`config.mk`:
```
export PLATFORM = sky130hd
export DESIGN_NAME = modbus_ascii_request_framer
export DESIGN_NICKNAME = d
export VERILOG_FILES = /design/src/rtl/mbreq_pkg.sv /design/src/rtl/mbreq_front.sv /design/src/rtl/mbreq_fifo.sv /design/src/rtl/mbreq_back.sv /design/src/rtl/modbus_ascii_request_framer.sv
export SDC_FILE = /design/constraint.sdc
export NUM_CORES = 1
export LEC_CHECK = 0
export ABC_AREA = 0
export BUFFER_PORTS_ARGS = -buffer_cell sky130_fd_sc_hd__buf_2
export CORE_ASPECT_RATIO = 1.75
export CORE_MARGIN = 2
export CORE_UTILIZATION = 60
export CTS_CLUSTER_DIAMETER = 100
export CTS_CLUSTER_SIZE = 25
export DETAILED_ROUTE_END_ITERATION = 16
export GPL_TIMING_DRIVEN = 0
export PLACE_DENSITY = 0.8
export SYNTH_ARGS = -nofsm -noshare
export SYNTH_HDL_FRONTEND = slang
export SYNTH_SLANG_ARGS = --single-unit
```
`constraint.sdc`:
```
create_clock -name clk_i -period 7.05 [get_ports clk_i]
set_input_delay 1.41 -clock clk_i [delete_from_list [all_inputs] [get_ports clk_i]]
set_output_delay 1.41 -clock clk_i [all_outputs]
set_load 0.05 [all_outputs]
```
`src/rtl/mbreq_pkg.sv`:
```
// Shared types and constants for the Modbus ASCII request framer.
// No dependencies; all framer modules reference this package by scoped names.
package mbreq_pkg;

  localparam int unsigned BytesMax = 12;

  localparam logic [1:0] ReqRead   = 2'd0;
  localparam logic [1:0] ReqWrite1 = 2'd1;
  localparam logic [1:0] ReqWrite2 = 2'd2;

  localparam logic [7:0] FnRead   = 8'h03;
  localparam logic [7:0] FnWrite1 = 8'h06;
  localparam logic [7:0] FnWrite2 = 8'h10;

  localparam logic [7:0] ChColon = 8'h3A;
  localparam logic [7:0] ChCr    = 8'h0D;
  localparam logic [7:0] ChLf    = 8'h0A;
  localparam logic [7:0] ChZero  = 8'h30;
  localparam logic [7:0] ChA     = 8'h41;

  localparam logic [4:0] LastPosShort = 5'd16;
  localparam logic [4:0] LastPosLong  = 5'd26;
  localparam logic [3:0] NumBinShort  = 4'd6;
  localparam logic [3:0] NumBinLong   = 4'd11;

  typedef struct packed {
    logic [1:0]  req_type;
    logic [7:0]  slave_addr;
    logic [15:0] reg_addr;
    logic [15:0] register_count;
    logic [31:0] data_value;
  } req_t;

  typedef struct packed {
    logic [7:0] frame_char;
    logic       last_char;
  } char_t;

  typedef struct packed {
    logic                     dbl;
    logic [BytesMax-1:0][7:0] bytes;
  } job_t;

  typedef struct packed {
    logic       busy;
    logic [4:0] pos;
  } back_sts_t;

endpackage

```
`src/rtl/mbreq_front.sv`:
```
// Front end: accepts requests, drops unused request types, lays out binary bytes.
// Depends on mbreq_pkg.
module mbreq_front (
  input  logic            in_valid_i,
  output logic            in_ready_o,
  input  mbreq_pkg::req_t in_data_i,
  output logic            push_valid_o,
  input  logic            push_ready_i,
  output mbreq_pkg::job_t push_data_o
);

  mbreq_pkg::job_t job;
  logic            known;

  always_comb begin
    job          = '0;
    known        = 1'b1;
    job.bytes[0] = in_data_i.slave_addr;
    job.bytes[2] = in_data_i.reg_addr[15:8];
    job.bytes[3] = in_data_i.reg_addr[7:0];
    job.bytes[4] = in_data_i.register_count[15:8];
    job.bytes[5] = in_data_i.register_count[7:0];
    unique case (in_data_i.req_type)
      mbreq_pkg::ReqRead: begin
        job.bytes[1] = mbreq_pkg::FnRead;
      end
      mbreq_pkg::ReqWrite1: begin
        job.bytes[1] = mbreq_pkg::FnWrite1;
        job.bytes[4] = in_data_i.data_value[15:8];
        job.bytes[5] = in_data_i.data_value[7:0];
      end
      mbreq_pkg::ReqWrite2: begin
        job.dbl       = 1'b1;
        job.bytes[1]  = mbreq_pkg::FnWrite2;
        job.bytes[6]  = {in_data_i.register_count[6:0], 1'b0};
        job.bytes[7]  = in_data_i.data_value[15:8];
        job.bytes[8]  = in_data_i.data_value[7:0];
        job.bytes[9]  = in_data_i.data_value[31:24];
        job.bytes[10] = in_data_i.data_value[23:16];
      end
      default: begin
        known = 1'b0;
      end
    endcase
  end

  // drop unknown types on acceptance
  assign in_ready_o   = push_ready_i;
  assign push_valid_o = in_valid_i && known;
  assign push_data_o  = job;

endmodule

```
`src/rtl/mbreq_fifo.sv`:
```
// Short job queue between the framer front and back ends.
// Depends on mbreq_pkg.
module mbreq_fifo #(
  parameter int unsigned Depth = 2
) (
  input  logic            clk_i,
  input  logic            rst_ni,
  input  logic            push_valid_i,
  output logic            push_ready_o,
  input  mbreq_pkg::job_t push_data_i,
  output logic            pop_valid_o,
  input  logic            pop_ready_i,
  output mbreq_pkg::job_t pop_data_o
);

  localparam int unsigned PtrW = (Depth > 1) ? $clog2(Depth) : 1;
  localparam int unsigned CntW = $clog2(Depth + 1);
  localparam logic [PtrW-1:0] PtrLast = PtrW'(Depth - 1);
  localparam logic [CntW-1:0] CntFull = CntW'(Depth);

  mbreq_pkg::job_t mem_q [Depth];
  logic [PtrW-1:0] wr_ptr_q, wr_ptr_d, rd_ptr_q, rd_ptr_d;
  logic [CntW-1:0] cnt_q, cnt_d;
  logic            do_push, do_pop;

  assign push_ready_o = (cnt_q != CntFull);
  assign pop_valid_o  = (cnt_q != '0);
  assign pop_data_o   = mem_q[rd_ptr_q];
  assign do_push      = push_valid_i && push_ready_o;
  assign do_pop       = pop_valid_o && pop_ready_i;

  always_comb begin
    wr_ptr_d = wr_ptr_q;
    rd_ptr_d = rd_ptr_q;
    cnt_d    = cnt_q;
    if (do_push) begin
      wr_ptr_d = (wr_ptr_q == PtrLast) ? '0 : wr_ptr_q + 1'b1;
    end
    if (do_pop) begin
      rd_ptr_d = (rd_ptr_q == PtrLast) ? '0 : rd_ptr_q + 1'b1;
    end
    if (do_push && !do_pop) begin
      cnt_d = cnt_q + 1'b1;
    end else if (do_pop && !do_push) begin
      cnt_d = cnt_q - 1'b1;
    end
  end

  always_ff @(posedge clk_i or negedge rst_ni) begin
    if (!rst_ni) begin
      wr_ptr_q <= '0;
      rd_ptr_q <= '0;
      cnt_q    <= '0;
    end else begin
      wr_ptr_q <= wr_ptr_d;
      rd_ptr_q <= rd_ptr_d;
      cnt_q    <= cnt_d;
    end
  end

  always_ff @(posedge clk_i) begin
    if (do_push) begin
      mem_q[wr_ptr_q] <= push_data_i;
    end
  end

endmodule

```
`src/rtl/mbreq_back.sv`:
```
// Back end: walks one job character by character, accumulates the LRC, drives output register.
// Depends on mbreq_pkg.
module mbreq_back (
  input  logic                  clk_i,
  input  logic                  rst_ni,
  input  logic                  job_valid_i,
  output logic                  job_ready_o,
  input  mbreq_pkg::job_t       job_data_i,
  output logic                  out_valid_o,
  input  logic                  out_ready_i,
  output mbreq_pkg::char_t      out_data_o,
  output mbreq_pkg::back_sts_t  sts_o
);

  mbreq_pkg::job_t  job_q, job_d;
  mbreq_pkg::char_t out_q, out_d;
  logic             busy_q, busy_d, out_valid_q, out_valid_d;
  logic [4:0]       pos_q, pos_d, pos_m1, last_pos;
  logic [7:0]       sum_q, sum_d, lrc, byte_sel, hex_char;
  logic [3:0]       byte_idx, nbin, nib;
  logic             emit, at_last, in_hex, pop;

  assign emit     = busy_q && (!out_valid_q || out_ready_i);
  assign last_pos = job_q.dbl ? mbreq_pkg::LastPosLong : mbreq_pkg::LastPosShort;
  assign nbin     = job_q.dbl ? mbreq_pkg::NumBinLong : mbreq_pkg::NumBinShort;
  assign at_last  = (pos_q == last_pos);
  assign in_hex   = (pos_q != '0) && (pos_q < (last_pos - 5'd1));
  assign pos_m1   = pos_q - 5'd1;
  assign byte_idx = pos_m1[4:1];
  assign lrc      = 8'(~sum_q + 8'd1);
  assign byte_sel = (byte_idx == nbin) ? lrc : job_q.bytes[byte_idx];
  assign nib      = pos_m1[0] ? byte_sel[3:0] : byte_sel[7:4];
  assign hex_char = (nib < 4'd10) ? (mbreq_pkg::ChZero + {4'd0, nib})
                                  : (mbreq_pkg::ChA + {4'd0, nib} - 8'd10);
  assign pop      = job_valid_i && (!busy_q || (emit && at_last));

  always_comb begin
    job_d       = job_q;
    busy_d      = busy_q;
    pos_d       = pos_q;
    sum_d       = sum_q;
    out_d       = out_q;
    out_valid_d = out_valid_q && !out_ready_i;
    if (emit) begin
      out_valid_d = 1'b1;
      if (pos_q == '0) begin
        out_d = '{frame_char: mbreq_pkg::ChColon, last_char: 1'b0};
      end else if (at_last) begin
        out_d = '{frame_char: mbreq_pkg::ChLf, last_char: 1'b1};
      end else if (!in_hex) begin
        out_d = '{frame_char: mbreq_pkg::ChCr, last_char: 1'b0};
      end else begin
        out_d = '{frame_char: hex_char, last_char: 1'b0};
      end
      if (in_hex && pos_m1[0] && (byte_idx != nbin)) begin
        sum_d = sum_q + byte_sel;
      end
      if (at_last) begin
        pos_d  = '0;
        busy_d = 1'b0;
      end else begin
        pos_d = pos_q + 5'd1;
      end
    end
    if (pop) begin
      job_d  = job_data_i;
      busy_d = 1'b1;
      pos_d  = '0;
      sum_d  = '0;
    end
  end

  always_ff @(posedge clk_i or negedge rst_ni) begin
    if (!rst_ni) begin
      busy_q      <= 1'b0;
      pos_q       <= '0;
      sum_q       <= '0;
      out_valid_q <= 1'b0;
    end else begin
      busy_q      <= busy_d;
      pos_q       <= pos_d;
      sum_q       <= sum_d;
      out_valid_q <= out_valid_d;
    end
  end

  always_ff @(posedge clk_i) begin
    job_q <= job_d;
    out_q <= out_d;
  end

  assign job_ready_o = pop;
  assign out_valid_o = out_valid_q;
  assign out_data_o  = out_q;
  assign sts_o       = '{busy: busy_q, pos: pos_q};

endmodule

```
`src/rtl/modbus_ascii_request_framer.sv`:
```
// Modbus ASCII request framer top level: front end, job queue, character back end.
// Depends on mbreq_pkg, mbreq_front, mbreq_fifo, mbreq_back.
//
// Each accepted request becomes one Modbus ASCII frame on the output channel, one
// character per transaction: ':', the binary bytes as uppercase hex pairs, the LRC,
// then CR LF with last_char set on the LF. Read (03h) and single write (06h) frames
// have 17 characters, double writes (10h) have 27. The back end issues one character
// per cycle while out_ready_i does not stall it, and it takes the next queued request
// in the same cycle as it issues the LF. Request type 3 is accepted and dropped.
// QueueDepth (at least 2) requests can wait between front and back ends.
module modbus_ascii_request_framer #(
  parameter int unsigned QueueDepth = 2
) (
  input  logic              clk_i,
  input  logic              rst_ni,
  input  logic              in_valid_i,
  output logic              in_ready_o,
  input  mbreq_pkg::req_t   in_data_i,
  output logic              out_valid_o,
  input  logic              out_ready_i,
  output mbreq_pkg::char_t  out_data_o
);

  logic                 push_valid, push_ready, job_valid, job_ready;
  mbreq_pkg::job_t      push_data, job_data;
  mbreq_pkg::back_sts_t back_sts;

  mbreq_front u_front (
    .in_valid_i   (in_valid_i),
    .in_ready_o   (in_ready_o),
    .in_data_i    (in_data_i),
    .push_valid_o (push_valid),
    .push_ready_i (push_ready),
    .push_data_o  (push_data)
  );

  mbreq_fifo #(
    .Depth (QueueDepth)
  ) u_fifo (
    .clk_i        (clk_i),
    .rst_ni       (rst_ni),
    .push_valid_i (push_valid),
    .push_ready_o (push_ready),
    .push_data_i  (push_data),
    .pop_valid_o  (job_valid),
    .pop_ready_i  (job_ready),
    .pop_data_o   (job_data)
  );

  mbreq_back u_back (
    .clk_i       (clk_i),
    .rst_ni      (rst_ni),
    .job_valid_i (job_valid),
    .job_ready_o (job_ready),
    .job_data_i  (job_data),
    .out_valid_o (out_valid_o),
    .out_ready_i (out_ready_i),
    .out_data_o  (out_data_o),
    .sts_o       (back_sts)
  );

`ifndef SYNTHESIS
  a_last_is_lf: assert property (@(posedge clk_i) disable iff (!rst_ni)
    (out_valid_o && out_data_o.last_char) |-> (out_data_o.frame_char == mbreq_pkg::ChLf))
    else $error("last_char set on a character other than LF");

  a_pos_bound: assert property (@(posedge clk_i) disable iff (!rst_ni)
    back_sts.pos <= mbreq_pkg::LastPosLong)
    else $error("character position beyond frame length");

  a_idle_pos_zero: assert property (@(posedge clk_i) disable iff (!rst_ni)
    !back_sts.busy |-> (back_sts.pos == '0))
    else $error("back end idle with nonzero position");

  a_pop_starts_frame: assert property (@(posedge clk_i) disable iff (!rst_ni)
    (job_valid && job_ready) |=> (back_sts.busy && back_sts.pos == '0))
    else $error("queued job did not start a new frame");
`endif

endmodule
```
### After elaboration in Yosys (flattened, before gate mapping)

Memory sizes are Yosys's and may differ from the RTL's. A register that Yosys moved wholly into a read port is not among the register bits.
Cells that the tools add are included.

| word-level totals | value |
|---|---|
| bits in registers | 44 |
| RAM bits | 172 |
| bits of input ports | 78 |
| output and inout port bits | 11 |
| word-level logic and storage cells | 99 |
| memories | 1 |

| cells by class | value |
|---|---|
| add/sub/neg operators | 12 |
| order comparisons | 3 |
| equality and inequality tests | 6 |
| mux-type cells | 30 |
| bitwise operators | 2 |
| reductions and logical operators | 32 |

Memory list:

| memory | words | width | read ports | clocked after memory_dff | write ports | RTL line | text |
|---|---|---|---|---|---|---|---|
| u_fifo.mem_q | 2 | 86 | 1 | 1 | 1 | mbreq_fifo.sv:21 | `mbreq_pkg::job_t mem_q [Depth];` |

Operator list:

| operator | number |
|---|---|
| 2-to-1 mux 8 bit | 6 |
| 2-to-1 mux 40 bit | 1 |
| binary-select mux 8 bit (select 4 bit) | 1 |
| 2-to-1 mux 16 bit | 1 |
| 2-to-1 mux 5 bit | 3 |
| one-hot mux 5 bit (3 select lines) | 1 |
| 2-to-1 mux 7 bit | 2 |
| logical AND 1 bit | 12 |
| 2-to-1 mux 4 bit | 3 |
| 2-to-1 mux 1 bit | 10 |
| nonzero test 2 bit | 5 |
| subtractor 5 x 1 -> 5 bit (second input constant) | 2 |
| adder 7 x 4 -> 8 bit (first input constant) | 1 |
| adder 8 x 1 -> 8 bit (second input constant) | 1 |
| adder 8 bit | 1 |
| NOT 8 bit | 1 |
| subtractor 8 x 4 -> 8 bit (second input constant) | 1 |
| adder 6 x 4 -> 7 bit (first input constant) | 1 |
| OR reduction 3 bit | 2 |
| adder 5 x 1 -> 5 bit (second input constant) | 1 |
| == test 5 bit | 1 |
| zero test 1 bit | 5 |
| zero test 5 bit | 1 |
| < comparator 4 x 5 -> 1 bit (second input constant) | 1 |
| other kinds (17) | 21 |

### Depth between registers and ports, before layout

| logic depth | value |
|---|---|
| word-level depth | 10 |
| depth in mapped cells | 20 |
| depth with buffers taken out | 16 |

### By module

A second synthesis with hierarchy kept.

| second synthesis, totals | value |
|---|---|
| cell total of the unflattened synthesis | 833 |
| area total of the unflattened synthesis | 13892.1 sq um |

Modules (own cells, without submodules):

| module | times used | cells each | area an instance (sq um) | seq. area each (sq um) |
|---|---|---|---|---|
| mbreq_fifo | 1 | 320 | 7267.0 | 5925.7 |
| mbreq_back | 1 | 407 | 5791.8 | 3528.4 |
| mbreq_front | 1 | 106 | 833.3 | 0.0 |

### Least setup slack after synthesis

No wires, ideal clock.

| path | value |
|---|---|
| path type | input-to-reg |
| start | in in_data_i[73] (netlist bit) |
| end | mem u_fifo.mem_q[0][0] (netlist bit), enable pin |
| library setup time | 0.525 ns |
| data arrival time | 5.092 ns |
| required time | 6.525 ns |
| path slack | 1.433 ns |
| stages on the path | 3 |
| path buffers | 0 |
| cell sequence | nand2_1 -> nand3_1 -> nor2_1 |

| on the way | value |
|---|---|
| cells in the longest elaborated chain, start to end | 7 |
| elaborated cells on any way between the ends | 9 |
| classes of those cells | eq/ne: 2; mux: 3; reduce/logical: 4 |

Ends and longest elaborated chain:

| what | RTL line | text |
|---|---|---|
| start: declaration | modbus_ascii_request_framer.sv:18 | `input mbreq_pkg::req_t in_data_i,` |
| == test 2 x 1 -> 1 bit, or another cell as far along | mbreq_front.sv:23 | `unique case (in_data_i.req_type)` |
| OR reduction 3 bit (no line) (*) | - |  |
| 2-to-1 mux 1 bit (*) | mbreq_front.sv:23 |  |
| logical AND 1 bit (*) | mbreq_front.sv:49 | `assign push_valid_o = in_valid_i && known;` |
| logical AND 1 bit (*) | mbreq_fifo.sv:29 | `assign do_push = push_valid_i && push_ready_o;` |
| 2-to-1 mux 1 bit (*) | mbreq_fifo.sv:62 | `if (do_push) begin` |
| 2-to-1 mux 1 bit (implied by the code) (*) | mbreq_fifo.sv:63 | `mem_q[wr_ptr_q] <= push_data_i;` |
| end: declaration | mbreq_fifo.sv:21 |  |

Every way passes the cells marked *; elsewhere a longest branch is shown, timed or not.

### Worst setup path after layout

| path | value |
|---|---|
| start | reg u_back.pos_q[0] |
| end | reg u_back.sum_q[7] |

| on the way | value |
|---|---|
| cells in the longest elaborated chain, start to end | 8 |
| elaborated cells on any way between the ends | 22 |
| classes of those cells | add/sub: 2; order compare: 1; eq/ne: 3; mux: 6; reduce/logical: 10 |

Ends and longest elaborated chain:

| what | RTL line | text |
|---|---|---|
| start: declaration | mbreq_back.sv:18 | `logic [4:0] pos_q, pos_d, pos_m1, last_pos;` |
| start signal: assignment | mbreq_back.sv:81 | `pos_q <= pos_d;` |
| subtractor 5 x 1 -> 5 bit | mbreq_back.sv:28 | `assign pos_m1 = pos_q - 5'd1;` |
| binary-select mux 8 bit (select 4 bit) | mbreq_back.sv:31 | `assign byte_sel = (byte_idx == nbin) ? lrc : job_q.bytes[byte_idx];` |
| 2-to-1 mux 8 bit (implied by the code) | mbreq_back.sv:31 |  |
| 2-to-1 mux 8 bit | mbreq_back.sv:31 |  |
| adder 8 bit | mbreq_back.sv:56 | `sum_d = sum_q + byte_sel;` |
| 2-to-1 mux 8 bit | mbreq_back.sv:55 | `if (in_hex && pos_m1[0] && (byte_idx != nbin)) begin` |
| 2-to-1 mux 8 bit | mbreq_back.sv:44 | `if (emit) begin` |
| 2-to-1 mux 8 bit | mbreq_back.sv:65 | `if (pop) begin` |
| end signal: assignment | mbreq_back.sv:82 | `sum_q <= sum_d;` |
| end: declaration | mbreq_back.sv:19 | `logic [7:0] sum_q, sum_d, lrc, byte_sel, hex_char;` |

Several ways; a longest one is shown, not always the timed one. The select of a mux whose other input is x is not followed.
A chain may end at the register's enable or synchronous reset.

==> insert_results.sql <==
INSERT INTO impl_metrics (metric_group, metric, value, unit) VALUES
('synthesis', 'synth.lib_cells_used.distinct', '69', ''),
('pwr', 'static-leakage-power', '0.00472', 'µW'),
('synthesis', 'synth-compound-area-share', '0.0434', ''),
('floorplanning', 'floorplan.rows', '68', ''),
('synthesis', 'post_synthesis_mux_area_share', '0.147', ''),
('critical_path', 'critical_path.reg2reg.endpoint', 'u_back.sum_q[7]$_DFFE_PN0P_', ''),
('timing', 'rsz0062_at_grt', 'false', ''),
('drt', 'avgViaCountPerCell', '5.95', ''),
('synthesis', 'synth_seq_area_share', '0.688', ''),
('critical_path', 'worst_r2r_startpoint', 'u_back.pos_q[0]$_DFFE_PN0P_', ''),
('timing', 'final.period_utilization', '0.802', ''),
('global_route', 'grt_first_pass_wirelength', '37000', 'µm'),
('layout', 'layout.cells.most_common', 'sky130_fd_sc_hd__edfxtp_1', ''),
('drt', 'detail_route.iter0.violations', '509', ''),
('drt', 'drt_pass1_iterations', '6', ''),
('synthesis', 'asyncSetResetFlopFracSynth', '0.0688', ''),
('outcome', 'outcome', 'finished, final reports clean', ''),
('synthesis', 'synth-seq-cells', '276', ''),
('critical_path', 'end_kind', 'register', ''),
('timing', 'timing.final.crit_period', '5.65', 'ns'),
('floorplanning', 'floorplan.initialDensity', '0.609', ''),
('critical_path', 'worst-r2r-setup-slack', '1.40', 'ns'),
('critical_path', 'worst-path-max-fanout', '10', ''),
('hold_path', 'hold_end', 'u_back.out_valid_o$_DFF_PN0_', ''),
('synthesis', 'synth-edff-count', '257', ''),
('drt', 'finalWirelength', '23800', 'µm'),
('timing', 'worst_clock_skew', '0.0193', 'ns'),
('synthesis', 'post-synth-top-area-cell', 'sky130_fd_sc_hd__edfxtp_1', ''),
('pwr', 'power-per-cell-area', '431', 'nW/µm²'),
('hold_path', 'timing.hold.worst_path_depth', '1', ''),
('timing', 'final-max-slew-violation-count', '0', ''),
('timing', 'setup_viol', '0', ''),
('global_route', 'grt_pass1_vias', '7020', ''),
('synthesis', 'synthesis.nets', '825', ''),
('clock_network', 'cts-resized-gates', '0', ''),
('synthesis', 'yosys_warnings', '0', ''),
('layout', 'final_area', '13200', 'µm²'),
('critical_path', 'arrival', '6.08', 'ns'),
('timing', 'hold_viol_final', '0', ''),
('clock_network', 'root_buffer', 'sky130_fd_sc_hd__clkbuf_16', ''),
('synthesis', 'syn-instance-count', '732', ''),
('synthesis', 'synth-simple-area-share', '0.0707', ''),
('global_route', 'initial_antenna_violation_count', '0', ''),
('synthesis', 'syn_avg_cell_area', '16.3', 'µm²'),
('timing', 'worst_pin_slew', '1.00', 'ns'),
('global_route', 'grt_max_degree', '43', ''),
('global_route', 'grtUsageTotal', '0.227', ''),
('global_route', 'gr-total-overflow', '0', ''),
('floorplanning', 'design.portCount', '89', ''),
('critical_path', 'criticalPathCategory', 'register to register', ''),
('timing', 'final.setup.tns', '0', 'ns'),
('hold_path', 'timing.hold.worst.class', 'register to register', ''),
('critical_path', 'worst_r2r_path_depth', '18', ''),
('drt', 'via_count', '6519', ''),
('timing', 'fmax', '177', 'MHz'),
('critical_path', 'critical_path_required', '7.48', 'ns'),
('clock_network', 'clock-sinks', '276', ''),
('synthesis', 'synthAdderAreaFrac', '0.0158', ''),
('drt', 'antenna_left', '0', ''),
('clock_network', 'cts-buffers-inserted', '15', ''),
('layout', 'drive_gt1_frac', '0.302', ''),
('flow_run', 'max_cap_violations', '0', ''),
('floorplanning', 'die_width', '111', 'µm'),
('synthesis', 'synthTopCellsByArea', 'sky130_fd_sc_hd__edfxtp_1, sky130_fd_sc_hd__mux2_2, sky130_fd_sc_hd__dfrtp_1, sky130_fd_sc_hd__mux2i_1, sky130_fd_sc_hd__and2_1', ''),
('hold_path', 'hp-start', 'u_back.busy_q$_DFFE_PN0P_', ''),
('layout', 'area_added_between_synthesis_and_finish', '11.2', '%'),
('floorplanning', 'die_height', '190', 'µm'),
('layout', 'layout_common_cells', 'sky130_fd_sc_hd__edfxtp_1, sky130_fd_sc_hd__mux2_2, sky130_fd_sc_hd__buf_2', ''),
('clock_network', 'tritoncts', 'yes', ''),
('clock_network', 'clock_latency', '0.49', 'ns'),
('clock_network', 'cts_setup_buffers', '0', '');
[where the power goes]
group | switching (µW) | total (µW) | internal [µW]
sequential | 111 | 2280 | 2170
combinational | 1480 | 2520 | 1040
clock | 495 | 910 | 414
[cell type report]
class / count / area, µm² / area share
clock buffer: 24 / 409 / 0.0309
inverter: 16 / 60.1 / 0.00454
buffer: 34 / 166 / 0.0126
sequential: 276 / 8190 / 0.619
multi-input combinational: 406 / 3500 / 0.265
tap: 245 / 307 / 0.0232
timing repair buffer: 93 / 563 / 0.0425
clock inverter: 2 / 38.8 / 0.00293
[sequential cells by signal, summed over array words and instances, names as in the netlist]
| register | count |
|---|---|
| u_fifo.rd_ptr_q | 1 |
| u_fifo.mem_q | 166 |
| u_back.sum_q | 8 |
| u_back.out_data_o | 8 |
| u_fifo.wr_ptr_q | 1 |
| u_back.pos_q | 5 |
| u_back.busy_q | 1 |
| u_fifo.cnt_q | 2 |
| u_back.job_q | 83 |
| u_back.out_valid_o | 1 |
[synth_stat cells, types with 4 or more instances]
cell / instances
sky130_fd_sc_hd__and3_1: 4
sky130_fd_sc_hd__a21oi_1: 13
sky130_fd_sc_hd__clkbuf_1: 20
sky130_fd_sc_hd__buf_2: 6
sky130_fd_sc_hd__nand2_1: 32
sky130_fd_sc_hd__xnor2_1: 8
sky130_fd_sc_hd__o21ai_0: 14
sky130_fd_sc_hd__nand3_1: 10
sky130_fd_sc_hd__nor3b_1: 5
sky130_fd_sc_hd__mux2_2: 105
sky130_fd_sc_hd__xor2_1: 9
sky130_fd_sc_hd__edfxtp_1: 257
sky130_fd_sc_hd__a21o_1: 5
sky130_fd_sc_hd__dfrtp_1: 19
sky130_fd_sc_hd__and2_1: 42
sky130_fd_sc_hd__nand2b_1: 4
sky130_fd_sc_hd__nor2_1: 24
sky130_fd_sc_hd__mux4_2: 11
sky130_fd_sc_hd__or4_1: 4
sky130_fd_sc_hd__mux2i_1: 32
sky130_fd_sc_hd__inv_1: 16
sky130_fd_sc_hd__ha_1: 15
sky130_fd_sc_hd__nor3_1: 8
[critical path: stages, from the launching register on]
cell	delay, ns
sky130_fd_sc_hd__dfrtp_1	0.38
sky130_fd_sc_hd__buf_2	0.24
sky130_fd_sc_hd__buf_1	0.49
sky130_fd_sc_hd__inv_1	0.24
sky130_fd_sc_hd__ha_1	0.35
sky130_fd_sc_hd__buf_2	0.34
sky130_fd_sc_hd__buf_2	0.39
sky130_fd_sc_hd__clkbuf_1	0.55
sky130_fd_sc_hd__mux2i_1	0.23
sky130_fd_sc_hd__a221oi_1	0.49
sky130_fd_sc_hd__ha_1	0.38
sky130_fd_sc_hd__o21a_1	0.15
sky130_fd_sc_hd__nand2_1	0.07
sky130_fd_sc_hd__a21oi_1	0.05
sky130_fd_sc_hd__a311oi_1	0.39
sky130_fd_sc_hd__a21oi_1	0.21
sky130_fd_sc_hd__nor3b_1	0.18
sky130_fd_sc_hd__a211oi_1	0.23
sky130_fd_sc_hd__mux2i_1	0.21
[per-layer routing]
layer | routed length (µm) | vias to the layer above | GRT usage
li1 | - | 3014 | -
met1 | 8390 | 3235 | 0.246
met2 | 13300 | 195 | 0.432
met3 | 893 | 75 | 0.0264
met4 | 1240 | 0 | 0.118
met5 | 0 | - | 0
[logic make-up (layout without fill, tap and decap cells)]
group / after synthesis / in the layout
flops: 276 / 276
simple gates: 150 / 150
mux: 148 / 148
compound gates: 73 / 73
buf+inv: 50 / 169
xor+xnor: 19 / 19
fa+ha+maj: 15 / 15
other cells: 1 / 1
[metrics by stage]
step | util | setup WS (ns) | cells | power [µW] | hold WS, ns
global route | 0.677 | 1.13 | 1096 | 6030 | 0.534
CTS | 0.677 | 1.43 | 1096 | 5730 | 0.499
floorplan | - | 1.43 | 732 | 4180 | 0.457
global placement | 0.647 | -0.396 | 1064 | 4730 | 0.474
finish | 0.677 | 1.40 | 1096 | 5710 | 0.503
detailed placement | 0.654 | 1.44 | 1070 | 4820 | 0.483
[worst max-delay path by stage]
| stage | start | endpoint | slack [ns] | depth (start not counted) |
|---|---|---|---|---|
| global placement | in_data_i[72] | u_fifo.mem_q[0][82]$_DFFE_PP_ | -0.40 | 4 |
| floorplan | in_data_i[73] | u_fifo.mem_q[0][0]$_DFFE_PP_ | 1.43 | 3 |
| CTS | u_back.pos_q[0]$_DFFE_PN0P_ | u_back.sum_q[7]$_DFFE_PN0P_ | 1.43 | 18 |
| global route | u_back.pos_q[0]$_DFFE_PN0P_ | u_back.sum_q[7]$_DFFE_PN0P_ | 1.13 | 18 |
| finish | u_back.pos_q[0]$_DFFE_PN0P_ | u_back.sum_q[7]$_DFFE_PN0P_ | 1.40 | 18 |
| detailed placement | u_back.pos_q[0]$_DFFE_PN0P_ | u_back.sum_q[7]$_DFFE_PN0P_ | 1.44 | 18 |
No activity file was read; power rests on OpenSTA's default activity.
